### src/rtl/clr_pkg.sv
// Shared constants, register codes and the viewport struct of the clipped line rasterizer.
`timescale 1ns / 1ps

package clr_pkg;

    // Fixed field widths of the ports.
    localparam int IN_COORD_W  = 6;
    localparam int GLYPH_W     = 16;
    localparam int COLOUR_W    = 8;
    localparam int SCREEN_W    = 10;
    localparam int VIEW_POS_W  = 8;
    localparam int VIEW_SIZE_W = 9;
    localparam int APB_ADDR_W  = 4;
    localparam int APB_DATA_W  = 32;

    // Defaults for the top-level parameters.
    localparam int COORD_BITS_DEF  = 6;
    localparam int QUEUE_DEPTH_DEF = 2;

    localparam logic [VIEW_SIZE_W-1:0] VIEW_SIZE_RESET = VIEW_SIZE_W'(32);

    typedef enum logic [1:0] {
        REG_VIEW_LEFT   = 2'd0,
        REG_VIEW_TOP    = 2'd1,
        REG_VIEW_WIDTH  = 2'd2,
        REG_VIEW_HEIGHT = 2'd3
    } t_reg_idx;

    typedef struct packed {
        logic [VIEW_POS_W-1:0]  left;
        logic [VIEW_POS_W-1:0]  top;
        logic [VIEW_SIZE_W-1:0] width;
        logic [VIEW_SIZE_W-1:0] height;
    } t_view;

    // Handshake status of the line queue as seen by the front end and the walker.
    typedef struct packed {
        logic empty;
        logic full;
    } t_queue_status;

endpackage

### src/rtl/clr_front.sv
// Front end: takes a line command, sign extends the endpoints and works out the slope terms.
`timescale 1ns / 1ps

module clr_front
    import clr_pkg::*;
#(
    parameter int COORD_BITS = COORD_BITS_DEF,
    localparam int DESC_W    = 6 * COORD_BITS + 2 + GLYPH_W + 1 + COLOUR_W
) (
    input  logic                  i_valid,
    output logic                  o_ready,
    input  logic [IN_COORD_W-1:0] i_start_x,
    input  logic [IN_COORD_W-1:0] i_start_y,
    input  logic [IN_COORD_W-1:0] i_end_x,
    input  logic [IN_COORD_W-1:0] i_end_y,
    input  logic [GLYPH_W-1:0]    i_glyph_code,
    input  logic                  i_glyph_wide,
    input  logic [COLOUR_W-1:0]   i_colour,
    input  t_queue_status         i_q_status,
    output logic                  o_push,
    output logic [DESC_W-1:0]     o_desc
);

    logic signed [COORD_BITS-1:0] x0, y0, x1, y1;
    logic signed [COORD_BITS:0]   dx, dy;
    logic [COORD_BITS-1:0]        adx, ady;
    logic                         sx_neg, sy_neg;

    // Only the low coordinate bits count; the top one of them is the sign.
    assign x0 = i_start_x[COORD_BITS-1:0];
    assign y0 = i_start_y[COORD_BITS-1:0];
    assign x1 = i_end_x[COORD_BITS-1:0];
    assign y1 = i_end_y[COORD_BITS-1:0];

    assign dx = (COORD_BITS+1)'(x1) - (COORD_BITS+1)'(x0);
    assign dy = (COORD_BITS+1)'(y1) - (COORD_BITS+1)'(y0);

    always_comb begin
        adx = dx[COORD_BITS] ? COORD_BITS'(-dx) : dx[COORD_BITS-1:0];
        ady = dy[COORD_BITS] ? COORD_BITS'(-dy) : dy[COORD_BITS-1:0];
    end

    // A step is negative unless the start lies strictly below the end.
    assign sx_neg = !(x0 < x1);
    assign sy_neg = !(y0 < y1);

    assign o_ready = !i_q_status.full;
    assign o_push  = i_valid && !i_q_status.full;
    assign o_desc  = {x0, y0, x1, y1, adx, ady, sx_neg, sy_neg,
                      i_glyph_code, i_glyph_wide, i_colour};

endmodule

### src/rtl/clr_queue.sv
// Small register queue that holds prepared line descriptors between front and walker.
`timescale 1ns / 1ps

module clr_queue
    import clr_pkg::*;
#(
    parameter int DW    = 8,
    parameter int DEPTH = QUEUE_DEPTH_DEF,
    localparam int PW   = (DEPTH > 1) ? $clog2(DEPTH) : 1,
    localparam int CW   = $clog2(DEPTH + 1)
) (
    input  logic          i_clk,
    input  logic          i_rst_n,
    input  logic          i_push,
    input  logic [DW-1:0] i_data,
    input  logic          i_pop,
    output logic [DW-1:0] o_data,
    output t_queue_status o_status
);

    logic [DW-1:0] r_mem [DEPTH];
    logic [PW-1:0] r_wr, r_rd;
    logic [CW-1:0] r_count;

    function automatic logic [PW-1:0] next_ptr(input logic [PW-1:0] p);
        next_ptr = (p == PW'(DEPTH - 1)) ? '0 : p + 1'b1;
    endfunction

    always_ff @(posedge i_clk) begin
        if (!i_rst_n) begin
            r_wr    <= '0;
            r_rd    <= '0;
            r_count <= '0;
        end else begin
            if (i_push) begin
                r_wr <= next_ptr(r_wr);
            end
            if (i_pop) begin
                r_rd <= next_ptr(r_rd);
            end
            if (i_push && !i_pop) begin
                r_count <= r_count + 1'b1;
            end else if (i_pop && !i_push) begin
                r_count <= r_count - 1'b1;
            end
        end
    end

    always_ff @(posedge i_clk) begin
        if (i_push) begin
            r_mem[r_wr] <= i_data;
        end
    end

    assign o_data         = r_mem[r_rd];
    assign o_status.empty = (r_count == '0);
    assign o_status.full  = (r_count == CW'(DEPTH));

endmodule

### src/rtl/clr_walker.sv
// Back end: walks one line a point per cycle unless stalled and registers each clipped point for output.
`timescale 1ns / 1ps

module clr_walker
    import clr_pkg::*;
#(
    parameter int COORD_BITS = COORD_BITS_DEF,
    localparam int DESC_W    = 6 * COORD_BITS + 2 + GLYPH_W + 1 + COLOUR_W,
    localparam int ERR_W     = COORD_BITS + 3
) (
    input  logic                       i_clk,
    input  logic                       i_rst_n,
    input  t_view                      i_view,
    input  t_queue_status              i_q_status,
    input  logic [DESC_W-1:0]          i_desc,
    output logic                       o_pop,
    output logic                       o_valid,
    input  logic                       i_ready,
    output logic signed [SCREEN_W-1:0] o_screen_col,
    output logic signed [SCREEN_W-1:0] o_screen_row,
    output logic [GLYPH_W-1:0]         o_glyph_out,
    output logic [COLOUR_W-1:0]        o_colour_out,
    output logic                       o_write_enable,
    output logic                       o_last_point
);

    logic signed [COORD_BITS-1:0] d_x0, d_y0, d_x1, d_y1;
    logic [COORD_BITS-1:0]        d_adx, d_ady;
    logic                         d_sxn, d_syn;
    logic [GLYPH_W-1:0]           d_glyph;
    logic                         d_wide;
    logic [COLOUR_W-1:0]          d_colour;

    logic                         r_busy;
    logic signed [COORD_BITS-1:0] r_x, r_y, r_x1, r_y1;
    logic signed [ERR_W-1:0]      r_err;
    logic [COORD_BITS-1:0]        r_adx, r_ady;
    logic                         r_sxn, r_syn;
    logic [GLYPH_W-1:0]           r_glyph;
    logic                         r_wide;
    logic [COLOUR_W-1:0]          r_colour;

    logic                         r_out_valid;
    logic signed [SCREEN_W-1:0]   r_col, r_row;
    logic [GLYPH_W-1:0]           r_glyph_o;
    logic [COLOUR_W-1:0]          r_colour_o;
    logic                         r_we, r_last;

    logic                         advance, emit, is_last;
    logic signed [ERR_W-1:0]      e2, pos_dx, neg_dy, n_err;
    logic                         step_x, step_y;
    logic signed [COORD_BITS-1:0] n_x, n_y;
    logic [VIEW_SIZE_W:0]         x_wide, y_wide;
    logic                         visible, we;

    assign {d_x0, d_y0, d_x1, d_y1, d_adx, d_ady, d_sxn, d_syn,
            d_glyph, d_wide, d_colour} = i_desc;

    assign advance = !r_out_valid || i_ready;
    assign emit    = r_busy && advance;
    assign o_pop   = !r_busy && !i_q_status.empty;
    assign is_last = (r_x == r_x1) && (r_y == r_y1);

    // Error update of the all-octant rule; both tests use the error before this step.
    always_comb begin
        pos_dx = ERR_W'(r_adx);
        neg_dy = -ERR_W'(r_ady);
        e2     = r_err <<< 1;
        step_x = (e2 >= neg_dy);
        step_y = (e2 <= pos_dx);
        n_err  = r_err + (step_x ? neg_dy : '0) + (step_y ? pos_dx : '0);
        n_x    = step_x ? (r_sxn ? r_x - 1'b1 : r_x + 1'b1) : r_x;
        n_y    = step_y ? (r_syn ? r_y - 1'b1 : r_y + 1'b1) : r_y;
    end

    // Clip test on the viewport-relative point; a negative coordinate is never visible.
    always_comb begin
        x_wide  = (VIEW_SIZE_W+1)'(unsigned'(r_x));
        y_wide  = (VIEW_SIZE_W+1)'(unsigned'(r_y));
        visible = !r_x[COORD_BITS-1] && !r_y[COORD_BITS-1]
               && (x_wide < {1'b0, i_view.width})
               && (y_wide < {1'b0, i_view.height});
        we      = visible && !(r_wide && ((x_wide + 1'b1) >= {1'b0, i_view.width}));
    end

    always_ff @(posedge i_clk) begin
        if (!i_rst_n) begin
            r_busy      <= 1'b0;
            r_out_valid <= 1'b0;
        end else begin
            if (o_pop) begin
                r_busy <= 1'b1;
            end else if (emit && is_last) begin
                r_busy <= 1'b0;
            end
            if (emit) begin
                r_out_valid <= 1'b1;
            end else if (r_out_valid && i_ready) begin
                r_out_valid <= 1'b0;
            end
        end
    end

    always_ff @(posedge i_clk) begin
        if (o_pop) begin
            r_x      <= d_x0;
            r_y      <= d_y0;
            r_x1     <= d_x1;
            r_y1     <= d_y1;
            r_adx    <= d_adx;
            r_ady    <= d_ady;
            r_sxn    <= d_sxn;
            r_syn    <= d_syn;
            r_err    <= ERR_W'(d_adx) - ERR_W'(d_ady);
            r_glyph  <= d_glyph;
            r_wide   <= d_wide;
            r_colour <= d_colour;
        end else if (emit && !is_last) begin
            r_x   <= n_x;
            r_y   <= n_y;
            r_err <= n_err;
        end
        if (emit) begin
            r_col      <= SCREEN_W'(i_view.left) + SCREEN_W'(r_x);
            r_row      <= SCREEN_W'(i_view.top) + SCREEN_W'(r_y);
            r_glyph_o  <= r_glyph;
            r_colour_o <= r_colour;
            r_we       <= we;
            r_last     <= is_last;
        end
    end

    assign o_valid        = r_out_valid;
    assign o_screen_col   = r_col;
    assign o_screen_row   = r_row;
    assign o_glyph_out    = r_glyph_o;
    assign o_colour_out   = r_colour_o;
    assign o_write_enable = r_we;
    assign o_last_point   = r_last;

endmodule

### src/rtl/clipped_line_rasterizer.sv
// Top level of the clipped line rasterizer: viewport registers, front end, line queue, walker.
//
//   Channel  Direction  Handshake              Moves
//   command  in         i_valid / o_ready      one line: endpoints, glyph, wide flag, colour
//   point    out        o_valid / i_ready      screen position, glyph, colour, enable, last
//   config   in         psel/penable/pwrite    viewport origin and size registers
//
// A line has N points, N = max(|end_x - start_x|, |end_y - start_y|) + 1, at most 2^COORD_BITS.
// Its command passes through the queue, the walker's position registers (loaded only while the
// walker is idle) and the walker's output register before its first point is offered.
// Reset is synchronous and active low; it empties the queue, idles the walker and
// restores the viewport registers (origin 0, size 32 by 32).
// The queue holds QUEUE_DEPTH lines; a stalled point channel freezes only the walker.
`timescale 1ns / 1ps

module clipped_line_rasterizer
    import clr_pkg::*;
#(
    parameter int COORD_BITS  = COORD_BITS_DEF,
    parameter int QUEUE_DEPTH = QUEUE_DEPTH_DEF
) (
    input  logic                       i_clk,
    input  logic                       i_rst_n,

    // Command channel.
    input  logic                       i_valid,
    output logic                       o_ready,
    input  logic [IN_COORD_W-1:0]      i_start_x,
    input  logic [IN_COORD_W-1:0]      i_start_y,
    input  logic [IN_COORD_W-1:0]      i_end_x,
    input  logic [IN_COORD_W-1:0]      i_end_y,
    input  logic [GLYPH_W-1:0]         i_glyph_code,
    input  logic                       i_glyph_wide,
    input  logic [COLOUR_W-1:0]        i_colour,

    // Point channel.
    output logic                       o_valid,
    input  logic                       i_ready,
    output logic signed [SCREEN_W-1:0] o_screen_col,
    output logic signed [SCREEN_W-1:0] o_screen_row,
    output logic [GLYPH_W-1:0]         o_glyph_out,
    output logic [COLOUR_W-1:0]        o_colour_out,
    output logic                       o_write_enable,
    output logic                       o_last_point,

    // Configuration port.
    input  logic                       psel,
    input  logic                       penable,
    input  logic                       pwrite,
    input  logic [APB_ADDR_W-1:0]      paddr,
    input  logic [APB_DATA_W-1:0]      pwdata,
    output logic [APB_DATA_W-1:0]      prdata,
    output logic                       pready
);

    localparam int DESC_W = 6 * COORD_BITS + 2 + GLYPH_W + 1 + COLOUR_W;

    t_view         r_view;
    t_reg_idx      reg_idx;
    t_queue_status q_status;
    logic          push, pop;
    logic [DESC_W-1:0] desc_in, desc_out;

    // Registers sit at word addresses; the word index selects the register.
    assign reg_idx = t_reg_idx'(paddr[APB_ADDR_W-1:2]);
    assign pready  = 1'b1;

    // Registers are written on the access cycle of a write transfer.
    always_ff @(posedge i_clk) begin
        if (!i_rst_n) begin
            r_view.left   <= '0;
            r_view.top    <= '0;
            r_view.width  <= VIEW_SIZE_RESET;
            r_view.height <= VIEW_SIZE_RESET;
        end else if (psel && penable && pwrite && pready) begin
            case (reg_idx)
                REG_VIEW_LEFT:   r_view.left   <= pwdata[VIEW_POS_W-1:0];
                REG_VIEW_TOP:    r_view.top    <= pwdata[VIEW_POS_W-1:0];
                REG_VIEW_WIDTH:  r_view.width  <= pwdata[VIEW_SIZE_W-1:0];
                REG_VIEW_HEIGHT: r_view.height <= pwdata[VIEW_SIZE_W-1:0];
                default: begin
                end
            endcase
        end
    end

    always_comb begin
        case (reg_idx)
            REG_VIEW_LEFT:   prdata = APB_DATA_W'(r_view.left);
            REG_VIEW_TOP:    prdata = APB_DATA_W'(r_view.top);
            REG_VIEW_WIDTH:  prdata = APB_DATA_W'(r_view.width);
            REG_VIEW_HEIGHT: prdata = APB_DATA_W'(r_view.height);
            default:         prdata = '0;
        endcase
    end

    // The front end prepares a descriptor in the cycle the command is transferred.
    clr_front #(
        .COORD_BITS (COORD_BITS)
    ) u_front (
        .i_valid      (i_valid),
        .o_ready      (o_ready),
        .i_start_x    (i_start_x),
        .i_start_y    (i_start_y),
        .i_end_x      (i_end_x),
        .i_end_y      (i_end_y),
        .i_glyph_code (i_glyph_code),
        .i_glyph_wide (i_glyph_wide),
        .i_colour     (i_colour),
        .i_q_status   (q_status),
        .o_push       (push),
        .o_desc       (desc_in)
    );

    clr_queue #(
        .DW    (DESC_W),
        .DEPTH (QUEUE_DEPTH)
    ) u_queue (
        .i_clk    (i_clk),
        .i_rst_n  (i_rst_n),
        .i_push   (push),
        .i_data   (desc_in),
        .i_pop    (pop),
        .o_data   (desc_out),
        .o_status (q_status)
    );

    // The walker emits one point per cycle into its output register while the
    // point channel keeps up; the viewport is read as each point is registered.
    clr_walker #(
        .COORD_BITS (COORD_BITS)
    ) u_walker (
        .i_clk          (i_clk),
        .i_rst_n        (i_rst_n),
        .i_view         (r_view),
        .i_q_status     (q_status),
        .i_desc         (desc_out),
        .o_pop          (pop),
        .o_valid        (o_valid),
        .i_ready        (i_ready),
        .o_screen_col   (o_screen_col),
        .o_screen_row   (o_screen_row),
        .o_glyph_out    (o_glyph_out),
        .o_colour_out   (o_colour_out),
        .o_write_enable (o_write_enable),
        .o_last_point   (o_last_point)
    );

endmodule
### config.mk
export PLATFORM = sky130hd
export DESIGN_NAME = clipped_line_rasterizer
export DESIGN_NICKNAME = d
export VERILOG_FILES = /design/src/rtl/clr_pkg.sv /design/src/rtl/clr_front.sv /design/src/rtl/clr_queue.sv /design/src/rtl/clr_walker.sv /design/src/rtl/clipped_line_rasterizer.sv
export SDC_FILE = /design/constraint.sdc
export NUM_CORES = 1
export LEC_CHECK = 0
export CORE_UTILIZATION = 42
export CTS_BUF_LIST = sky130_fd_sc_hd__clkbuf_8 sky130_fd_sc_hd__clkbuf_16
export CTS_CLUSTER_SIZE = 24
export DETAILED_ROUTE_END_ITERATION = 16
export DONT_BUFFER_PORTS = 1
export HOLD_SLACK_MARGIN = 0.03
export RECOVER_POWER = 25
export SETUP_SLACK_MARGIN = 0.5
export SYNTH_ARGS = -nofsm -noshare
export SYNTH_HDL_FRONTEND = slang
export SYNTH_SLANG_ARGS = --single-unit
export TNS_END_PERCENT = 10
### constraint.sdc
create_clock -name i_clk -period 4.45 [get_ports i_clk]
set_input_delay 1.1125 -clock i_clk [delete_from_list [all_inputs] [get_ports i_clk]]
set_output_delay 1.1125 -clock i_clk [all_outputs]
set_load 0.01 [all_outputs]
==> qor.csv, run 1 <==
stage,metric,value,unit
outcome,status,"finished, final reports clean",
floorplan,row cnt,66,
setup_path,"Req. time, crit path",4.70,ns
floorplan,Die Ht,183,µm
power,clock group share of total power,22.4,%
layout,"Core Util, Final",48.0,%
global_routing,first-pass GRT wire length,41700,µm
placed_design,placed insts,1461,
yosys,number of synthesized flops with an enable pin,243,
sta,unrepaired setup endpoints after global routing,true,
yosys,Post-Syn Area,13800,µm²
floorplan,Die ar.,33700,µm²
yosys,Main synth FF type,edfxtp_1,
floorplan,Core Area,32500,µm²
drt,Total Wirelength,26700,µm
yosys,Avg Inst Size Synth,13.5,µm²
power,sequential share of power,39.6,%
yosys,"Distinct cells, synth",59,
drt,Avg Vias per Cell,4.96,
setup_path,worst-path fanout max,3,
setup_path,Critical Path End Type,register,
power,Max rail drop VDD,0.410,mV
floorplan,Initial Util,42.6,%
layout,fin cells,1528,
yosys,warnings from Yosys,0,
layout,nets@finish,1258,
clock_network,CTS buffer count,34,
setup_path,Critical path origin,u_walker.r_ady[0],
yosys,Yosys top cell by area,edfxtp_1,
drt,initial drt markers,298,
clock_network,clock tree buffer depth,3,
layout,Synth-to-Final Area Change,12.6,%
sta,"Hold Vio Cnt, Final",0,
sta,Fin Clk Skew,0.0230,ns
yosys,top post-synthesis cells by count,"edfxtp_1 (243), inv_1 (101), ha_1 (89)",
yosys,largest cells by area after synthesis,"edfxtp_1 (53%), ha_1 (8.1%), dfxtp_1 (5.9%)",
layout,sequential standard cell area,8120,µm²
yosys,top-area cell type share of the netlist area,52.8,%
sta,Slew headroom,35.2,%
drt,remaining antenna violation count,0,
yosys,"Async S/R FF share, synth",0,%
clock_network,"Reg clk slew, reported paths",0.06,ns
setup_path,"Arr. time, crit path",4.51,ns
floorplan,I/O pin total,173,
layout,layout cell share with drive strength beyond 1,15.2,%
setup_path,Crit path max-delay family,adder cells,
sta,"Slew Viols, Final",0,
setup_path,Worst path most repeated cell,inv_2,
drt,# DRC,0,
sta,Final period util,95.6,%
hold_path,hold crit path type,register to register,
sta,Worst-Margin Slew,0.967,ns
yosys,Mapped Cells,1026,
drt,drt first pass iters,4,
sta,Final Setup Violations,0,
setup_path,"Largest stage delay, worst path",0.41,ns
yosys,"flops & latches, synth",284,
clock_network,Root Driver,clkbuf_16,
layout,multi-input logic area,5250,µm²
setup_path,Crit path depth,24,
power,internal cell power,7.58,mW
clock_network,Worst-Skew Late Latency,0.53,ns
setup_path,CP Class,register to register,
clock_network,clock sink count,284,
power,Cell Pwr Density,742,nW/µm²
setup_path,slowest library cell on the worst path,edfxtp_1,
power,Sw Ratio,34.4,%
setup_path,Critical Path Sink,u_walker.r_err[7],
setup_path,worst path buffer plus inverter count,4,
sta,Final Critical Period,4.26,ns
clock_network,# H-tree levels,2,
placed_design,DP HPWL,18200,µm
run,Max-Cap Viols,0,
layout,Filler Cell Count,2879,
power,Static Leak,6.01,nW
yosys,"Seq/Total Area, Yosys",58.7,%
layout,n_diodes,0,
drt,Avg WL per Cell,17.4,µm
drt,vias,7582,
setup_path,Reg-to-Reg End,u_walker.r_err[7],
global_routing,vias in the first global route,7668,
sta,f_max,0.235,GHz
placed_design,PortBufs,0,
clock_network,hold_buf cts,0,
setup_path,Reg2Reg Setup Slack,0.19,ns
power,combinational power share,38.0,%
setup_path,path depth of the worst reg2reg path,24,
setup_path,worst r2r src,u_walker.r_ady[0],
yosys,"count leader, synth",edfxtp_1,
global_routing,total gr overflow,0,
clock_network,CTS tree,built,
placed_design,routability cong.,0.827,
setup_path,crit-path cells,inv_2 > ha_4 > nand2b_4 > nor2_2 > xor2_1 > ha_1 > o211ai_1 > a21oi_2 > nor4_4 > o31ai_1 > buf_4 > and2_4 > nand2_2 > fa_1 > inv_1 > ha_2 > inv_2 > fa_2 > nor2b_4 > nor3_2 > o21bai_1 > a21oi_1 > xnor3_1 > o21ai_1,
setup_path,Worst setup SP type,register,
global_routing,initial antenna violation count,0,
floorplan,chip width,183,µm
power,Sw Pwr,3.98,mW
global_routing,largest net degree at the start of global routing,64,
global_routing,GRT Total Usage,16.2,%
worst min path at each step:
stage,from,to,cells after the start
after floorplan,u_walker.r_colour[0],u_walker.o_colour_out[0],0
after global placement,u_walker.r_colour[3],u_walker.o_colour_out[3],0
after detailed placement,u_walker.r_glyph[11],u_walker.o_glyph_out[11],0
after CTS,u_walker.r_glyph[15],u_walker.o_glyph_out[15],0
after global routing,u_walker.r_glyph[6],u_walker.o_glyph_out[6],0
final,u_walker.r_glyph[15],u_walker.o_glyph_out[15],0
what timing repair did:
item,4_1_cts,5_1_grt
endpoints found under the setup margin,6,6
pin swaps,12,17
buffers inserted,8,0
gates resized for setup,19,6
power groups by stage:
stage | logic, mW | registers [mW] | clock network, mW
3_3_place_gp | 4.03 | 4.62 | 0
4_1_cts | 4.38 | 4.59 | 2.69
5_1_grt | 4.98 | 4.66 | 2.78
3_5_place_dp | 4.11 | 4.64 | 0
2_1_floorplan | 3.20 | 4.36 | 0
6_report | 4.39 | 4.57 | 2.59
routing by layer:
metal  vias up  global-route usage (%)  part of all wire [%]
met1      3699                    21.5                    45
met2       138                    26.5                    49
met4         0                    5.00                   1.8
li1       3710                       -                     -
met5         -                       0                     0
met3        35                    3.37                   4.6
worst register-to-register path, stage by stage, from the launching register on:
cell	delay, ns
edfxtp_1	0.41
inv_2	0.09
ha_4	0.15
nand2b_4	0.06
nor2_2	0.09
xor2_1	0.19
ha_1	0.27
o211ai_1	0.13
a21oi_2	0.08
nor4_4	0.27
o31ai_1	0.11
buf_4	0.16
and2_4	0.15
nand2_2	0.05
fa_1	0.41
inv_1	0.07
ha_2	0.19
inv_2	0.04
fa_2	0.36
nor2b_4	0.15
nor3_2	0.06
o21bai_1	0.15
a21oi_1	0.09
xnor3_1	0.19
o21ai_1	0.06
per-stage QoR:
| step | area (µm²) | TNS (ns) | setup WS, ns | hold slack (ns) | total power, mW |
|---|---|---|---|---|---|
| finish | 15600 | 0 | 0.194 | 0.414 | 11.6 |
| global route | 15600 | -0.0369 | -0.0272 | 0.422 | 12.4 |
| CTS | 15500 | 0 | 0.207 | 0.417 | 11.7 |
| detailed placement | 14400 | -0.133 | -0.0738 | 0.405 | 8.75 |
| global placement | 14400 | -0.0106 | -0.0106 | 0.400 | 8.65 |
| floorplan | 13900 | 0 | 0.238 | 0.400 | 7.56 |
logic make-up after synthesis:
| group | count (synthesis) | synth area share (%) |
|---|---|---|
| AOI/OAI and AO/OA | 135 | 6.31 |
| xor gates and xnor gates | 67 | 4.45 |
| adders and majority gates | 103 | 10.1 |
| buffers and inverters | 148 | 4.70 |
| DFF | 284 | 58.7 |
| muxes | 103 | 8.59 |
| other | 2 | 0.0543 |
| and+or+nand+nor | 184 | 7.12 |
area by class of cell:
cell class | instances | share of cell area, %
Sequential cell | 284 | 52.2
Clock buffer | 35 | 5.55
Inverter | 101 | 2.44
Tap cell | 442 | 3.55
Timing Repair Buffer | 26 | 1.33
Multi-Input combinational cell | 616 | 33.7
Clock inverter | 24 | 1.22
layout by cell type, fill, tap and decap left out, types with 6 or more instances in the layout:
cell,n
inv_1,105
nor4_1,6
o21ai_0,25
nand3_1,10
o211ai_1,6
o21a_1,6
nor2b_1,52
a21oi_1,33
mux2_2,46
ha_1,87
a21boi_0,6
conb_1,24
a21o_1,15
xor2_1,25
mux2i_1,49
mux4_2,8
nor2_1,28
nor3_1,11
a211oi_1,8
clkbuf_16,34
fa_1,13
xnor2_1,38
a31oi_1,6
nand2b_1,9
nand2_1,30
buf_4,25
dfxtp_1,40
edfxtp_1,243
registers in the layout, indices dropped and copies added (netlist names), 8 cells and up, named ones only:
signal,flops
u_walker.r_colour,8
u_walker.o_colour_out,8
u_walker.o_glyph_out,16
u_walker.r_glyph,16
u_walker.o_screen_row,10
u_queue.r_mem,126
r_view,34
u_walker.o_screen_col,10
u_walker.r_err,8
(Power assumes the default switching activity.)
==> inputs of run 2 (changes only) <==
--- a/config.mk
+++ b/config.mk
@@ -5,12 +5,13 @@
 export SDC_FILE = /design/constraint.sdc
 export NUM_CORES = 1
 export LEC_CHECK = 0
-export CORE_UTILIZATION = 42
+export CORE_UTILIZATION = 58
 export CTS_BUF_LIST = sky130_fd_sc_hd__clkbuf_8 sky130_fd_sc_hd__clkbuf_16
 export CTS_CLUSTER_SIZE = 24
 export DETAILED_ROUTE_END_ITERATION = 16
 export DONT_BUFFER_PORTS = 1
 export HOLD_SLACK_MARGIN = 0.03
+export PLACE_DENSITY = 0.76
 export RECOVER_POWER = 25
 export SETUP_SLACK_MARGIN = 0.5
 export SYNTH_ARGS = -nofsm -noshare
==> qor.csv, run 2 (synthesis results as in run 1) <==
stage,metric,value,unit,change
outcome,status,"finished, final reports clean",,
clock_network,CTS tree,built,,
floorplan,Die Ht,156,µm,-15%
floorplan,chip width,156,µm,-15%
setup_path,Reg-to-Reg End,u_walker.r_err[6],,
sta,Final period util,95.6,%,about the same
power,Sw Pwr,3.89,mW,-2.1%
layout,"commonest cells after routing, fill and taps aside","edfxtp_1 (243), inv_1 (103), ha_1 (87)",,
setup_path,Critical Path End Type,register,,
sta,Worst-Margin Slew,1.04,ns,+0.0746 ns
layout,post-route cell area,15400,µm²,-1.4%
drt,drt first pass iters,5,,+1
setup_path,worst-path fanout max,4,,+1
clock_network,Root Driver,clkbuf_16,,
layout,"Core Util, Final",65.6,%,+18 points
sta,Fin Clk Skew,0.0209,ns,-0.00213 ns
floorplan,I/O pin total,173,,unchanged
global_routing,vias in the first global route,7443,,-2.9%
drt,initial drt markers,388,,+30%
hold_path,hold crit path type,register to register,,
drt,Avg WL per Cell,17.9,µm,+2.8%
clock_network,hold_buf cts,0,,unchanged
placed_design,routability cong.,0.830,,+0.30%
global_routing,total gr overflow,0,,unchanged
sta,Slew headroom,30.6,%,-4.6 points
layout,"Most flops, register",u_queue.r_mem,,
layout,top flop regs,"u_queue.r_mem x126, r_view x34",,
layout,"most common cell after layout, fill and taps aside",edfxtp_1,,
power,Sw Ratio,33.9,%,-0.49 points
power,internal cell power,7.59,mW,about the same
power,Pwr Total,11.5,mW,-0.66%
sta,Final Critical Period,4.25,ns,-0.00154 ns
sta,unrepaired setup endpoints after global routing,true,,
global_routing,initial antenna violation count,0,,unchanged
setup_path,CP Class,register to register,,
power,Static Leak,5.98,nW,-0.49%
clock_network,clock sink count,284,,unchanged
placed_design,Area after DPL,14100,µm²,-1.6%
floorplan,Core Area,23400,µm²,-28%
layout,max reg flops,126,,unchanged
sta,"Slew Viols, Final",0,,unchanged
clock_network,Worst-Skew Late Latency,0.55,ns,+0.02 ns
setup_path,"Req. time, crit path",4.70,ns,about the same
power,clock group share of total power,21.2,%,-1.2 points
layout,Filler Cell Count,1723,,-40%
placed_design,PortBufs,0,,unchanged
setup_path,path depth of the worst reg2reg path,21,,-13%
setup_path,Critical Path Sink,u_walker.r_err[6],,
setup_path,"Arr. time, crit path",4.51,ns,about the same
run,Max-Cap Viols,0,,unchanged
floorplan,row cnt,56,,-15%
sta,WHS,0.419,ns,+0.00519 ns
setup_path,Critical path origin,u_walker.r_ady[1],,
power,Cell Pwr Density,748,nW/µm²,+0.74%
drt,metal2 WL,12200,µm,-5.8%
layout,layout cell share with drive strength beyond 1,15.4,%,+0.16 points
layout,nets@finish,1253,,-0.40%
placed_design,Place WS,-0.0552,ns,+0.0186 ns
drt,Avg Vias per Cell,5.40,,+8.8%
layout,Synth-to-Final Area Change,11.0,%,
clock_network,"Reg clk slew, reported paths",0.06,ns,about the same
drt,top layer in use,met4,,
floorplan,Initial Util,59.1,%,+16 points
drt,Total Wirelength,25100,µm,-5.8%
drt,metal3 WL,1400,µm,+14%
global_routing,GRT Total Usage,20.9,%,+4.7 points
setup_path,worst r2r src,u_walker.r_ady[1],,
placed_design,DP HPWL,16700,µm,-8.1%
clock_network,CTS buffer count,29,,-15%
power,Max rail drop VDD,0.379,mV,-7.4%
sta,setup ws final,0.195,ns,+0.00154 ns
power,combinational power share,38.8,%,+0.8 points
floorplan,Die ar.,24500,µm²,-27%
setup_path,Worst setup SP type,register,,
setup_path,Reg2Reg Setup Slack,0.20,ns,about the same
sta,Final Setup Violations,0,,unchanged
drt,vias,7560,,-0.29%
clock_network,# H-tree levels,1,,-1
drt,# DRC,0,,unchanged
global_routing,largest net degree at the start of global routing,65,,+1.6%
global_routing,first-pass GRT wire length,39200,µm,-6.0%
sta,"Hold Vio Cnt, Final",0,,unchanged
layout,n_diodes,0,,unchanged
sta,f_max,0.235,GHz,about the same
power,sequential share of power,40.0,%,+0.4 points
drt,Routed met1 length,11000,µm,-8.2%
clock_network,clock tree buffer depth,3,,unchanged
drt,remaining antenna violation count,0,,unchanged
run 2: layout make-up:
| cell class | count | area [µm²] | area share [%] |
|---|---|---|---|
| clock buffers | 31 | 753 | 4.91 |
| clock inverters | 23 | 218 | 1.42 |
| inverters | 101 | 379 | 2.47 |
| multi-input cells | 616 | 5280 | 34.4 |
| flip-flops and latches | 284 | 8120 | 52.9 |
| well taps | 319 | 399 | 2.60 |
| repair buffers | 26 | 199 | 1.30 |
run 2: worst min path at each step:
stage | start | endpoint | slack [ns] | cells past startpoint
after floorplan | u_walker.r_colour[0] | u_walker.o_colour_out[0] | 0.40 | 0
after global placement | u_walker.r_colour[6] | u_walker.o_colour_out[6] | 0.40 | 0
after detailed placement | u_walker.r_glyph[15] | u_walker.o_glyph_out[15] | 0.41 | 0
after CTS | u_walker.r_glyph[9] | u_walker.o_glyph_out[9] | 0.42 | 0
after global routing | u_walker.r_glyph[15] | u_walker.o_glyph_out[15] | 0.43 | 0
final | u_walker.r_glyph[15] | u_walker.o_glyph_out[15] | 0.42 | 0
run 2: routing by layer:
layer  global-route usage (%)  vias to the layer above
met4                     5.46                        0
li1                         -                     3715
met1                     27.2                     3627
met5                        0                        -
met2                     35.6                      180
met3                     4.38                       38
run 2: critical path: stages, from the launching register on:
cell	delay [ns]
edfxtp_1	0.40
inv_2	0.06
ha_4	0.16
nand2b_4	0.09
nor2_4	0.04
xor2_1	0.16
ha_1	0.31
o211ai_1	0.10
a21oi_2	0.17
nor4_4	0.07
o31ai_2	0.29
buf_4	0.19
nand3b_1	0.15
fa_2	0.63
inv_1	0.05
ha_1	0.28
a21o_1	0.18
a21oi_2	0.15
o21bai_1	0.08
a21oi_1	0.18
xor2_1	0.15
o21ai_0	0.08
run 2: what timing repair did:
action,in CTS,in global routing
resized for setup,13,17
cloned,0,0
setup endpoints to repair,5,6
pin swaps,13,14
setup buffers,9,7
run 2: stage by stage:
| step | instances | TNS (ns) |
|---|---|---|
| after floorplan | 1048 | 0 |
| after global placement | 1330 | 0 |
| after detailed placement | 1330 | -0.0552 |
| after CTS | 1393 | 0 |
| after global routing | 1400 | -0.0314 |
| final | 1400 | 0 |
run 2: power groups by stage:
stage | logic (mW) | registers (mW) | clock network [mW]
after floorplan | 3.20 | 4.36 | 0
after CTS | 4.22 | 4.59 | 2.49
after detailed placement | 3.91 | 4.64 | 0
final | 4.45 | 4.59 | 2.44
after global placement | 3.80 | 4.61 | 0
after global routing | 5.02 | 4.68 | 2.60
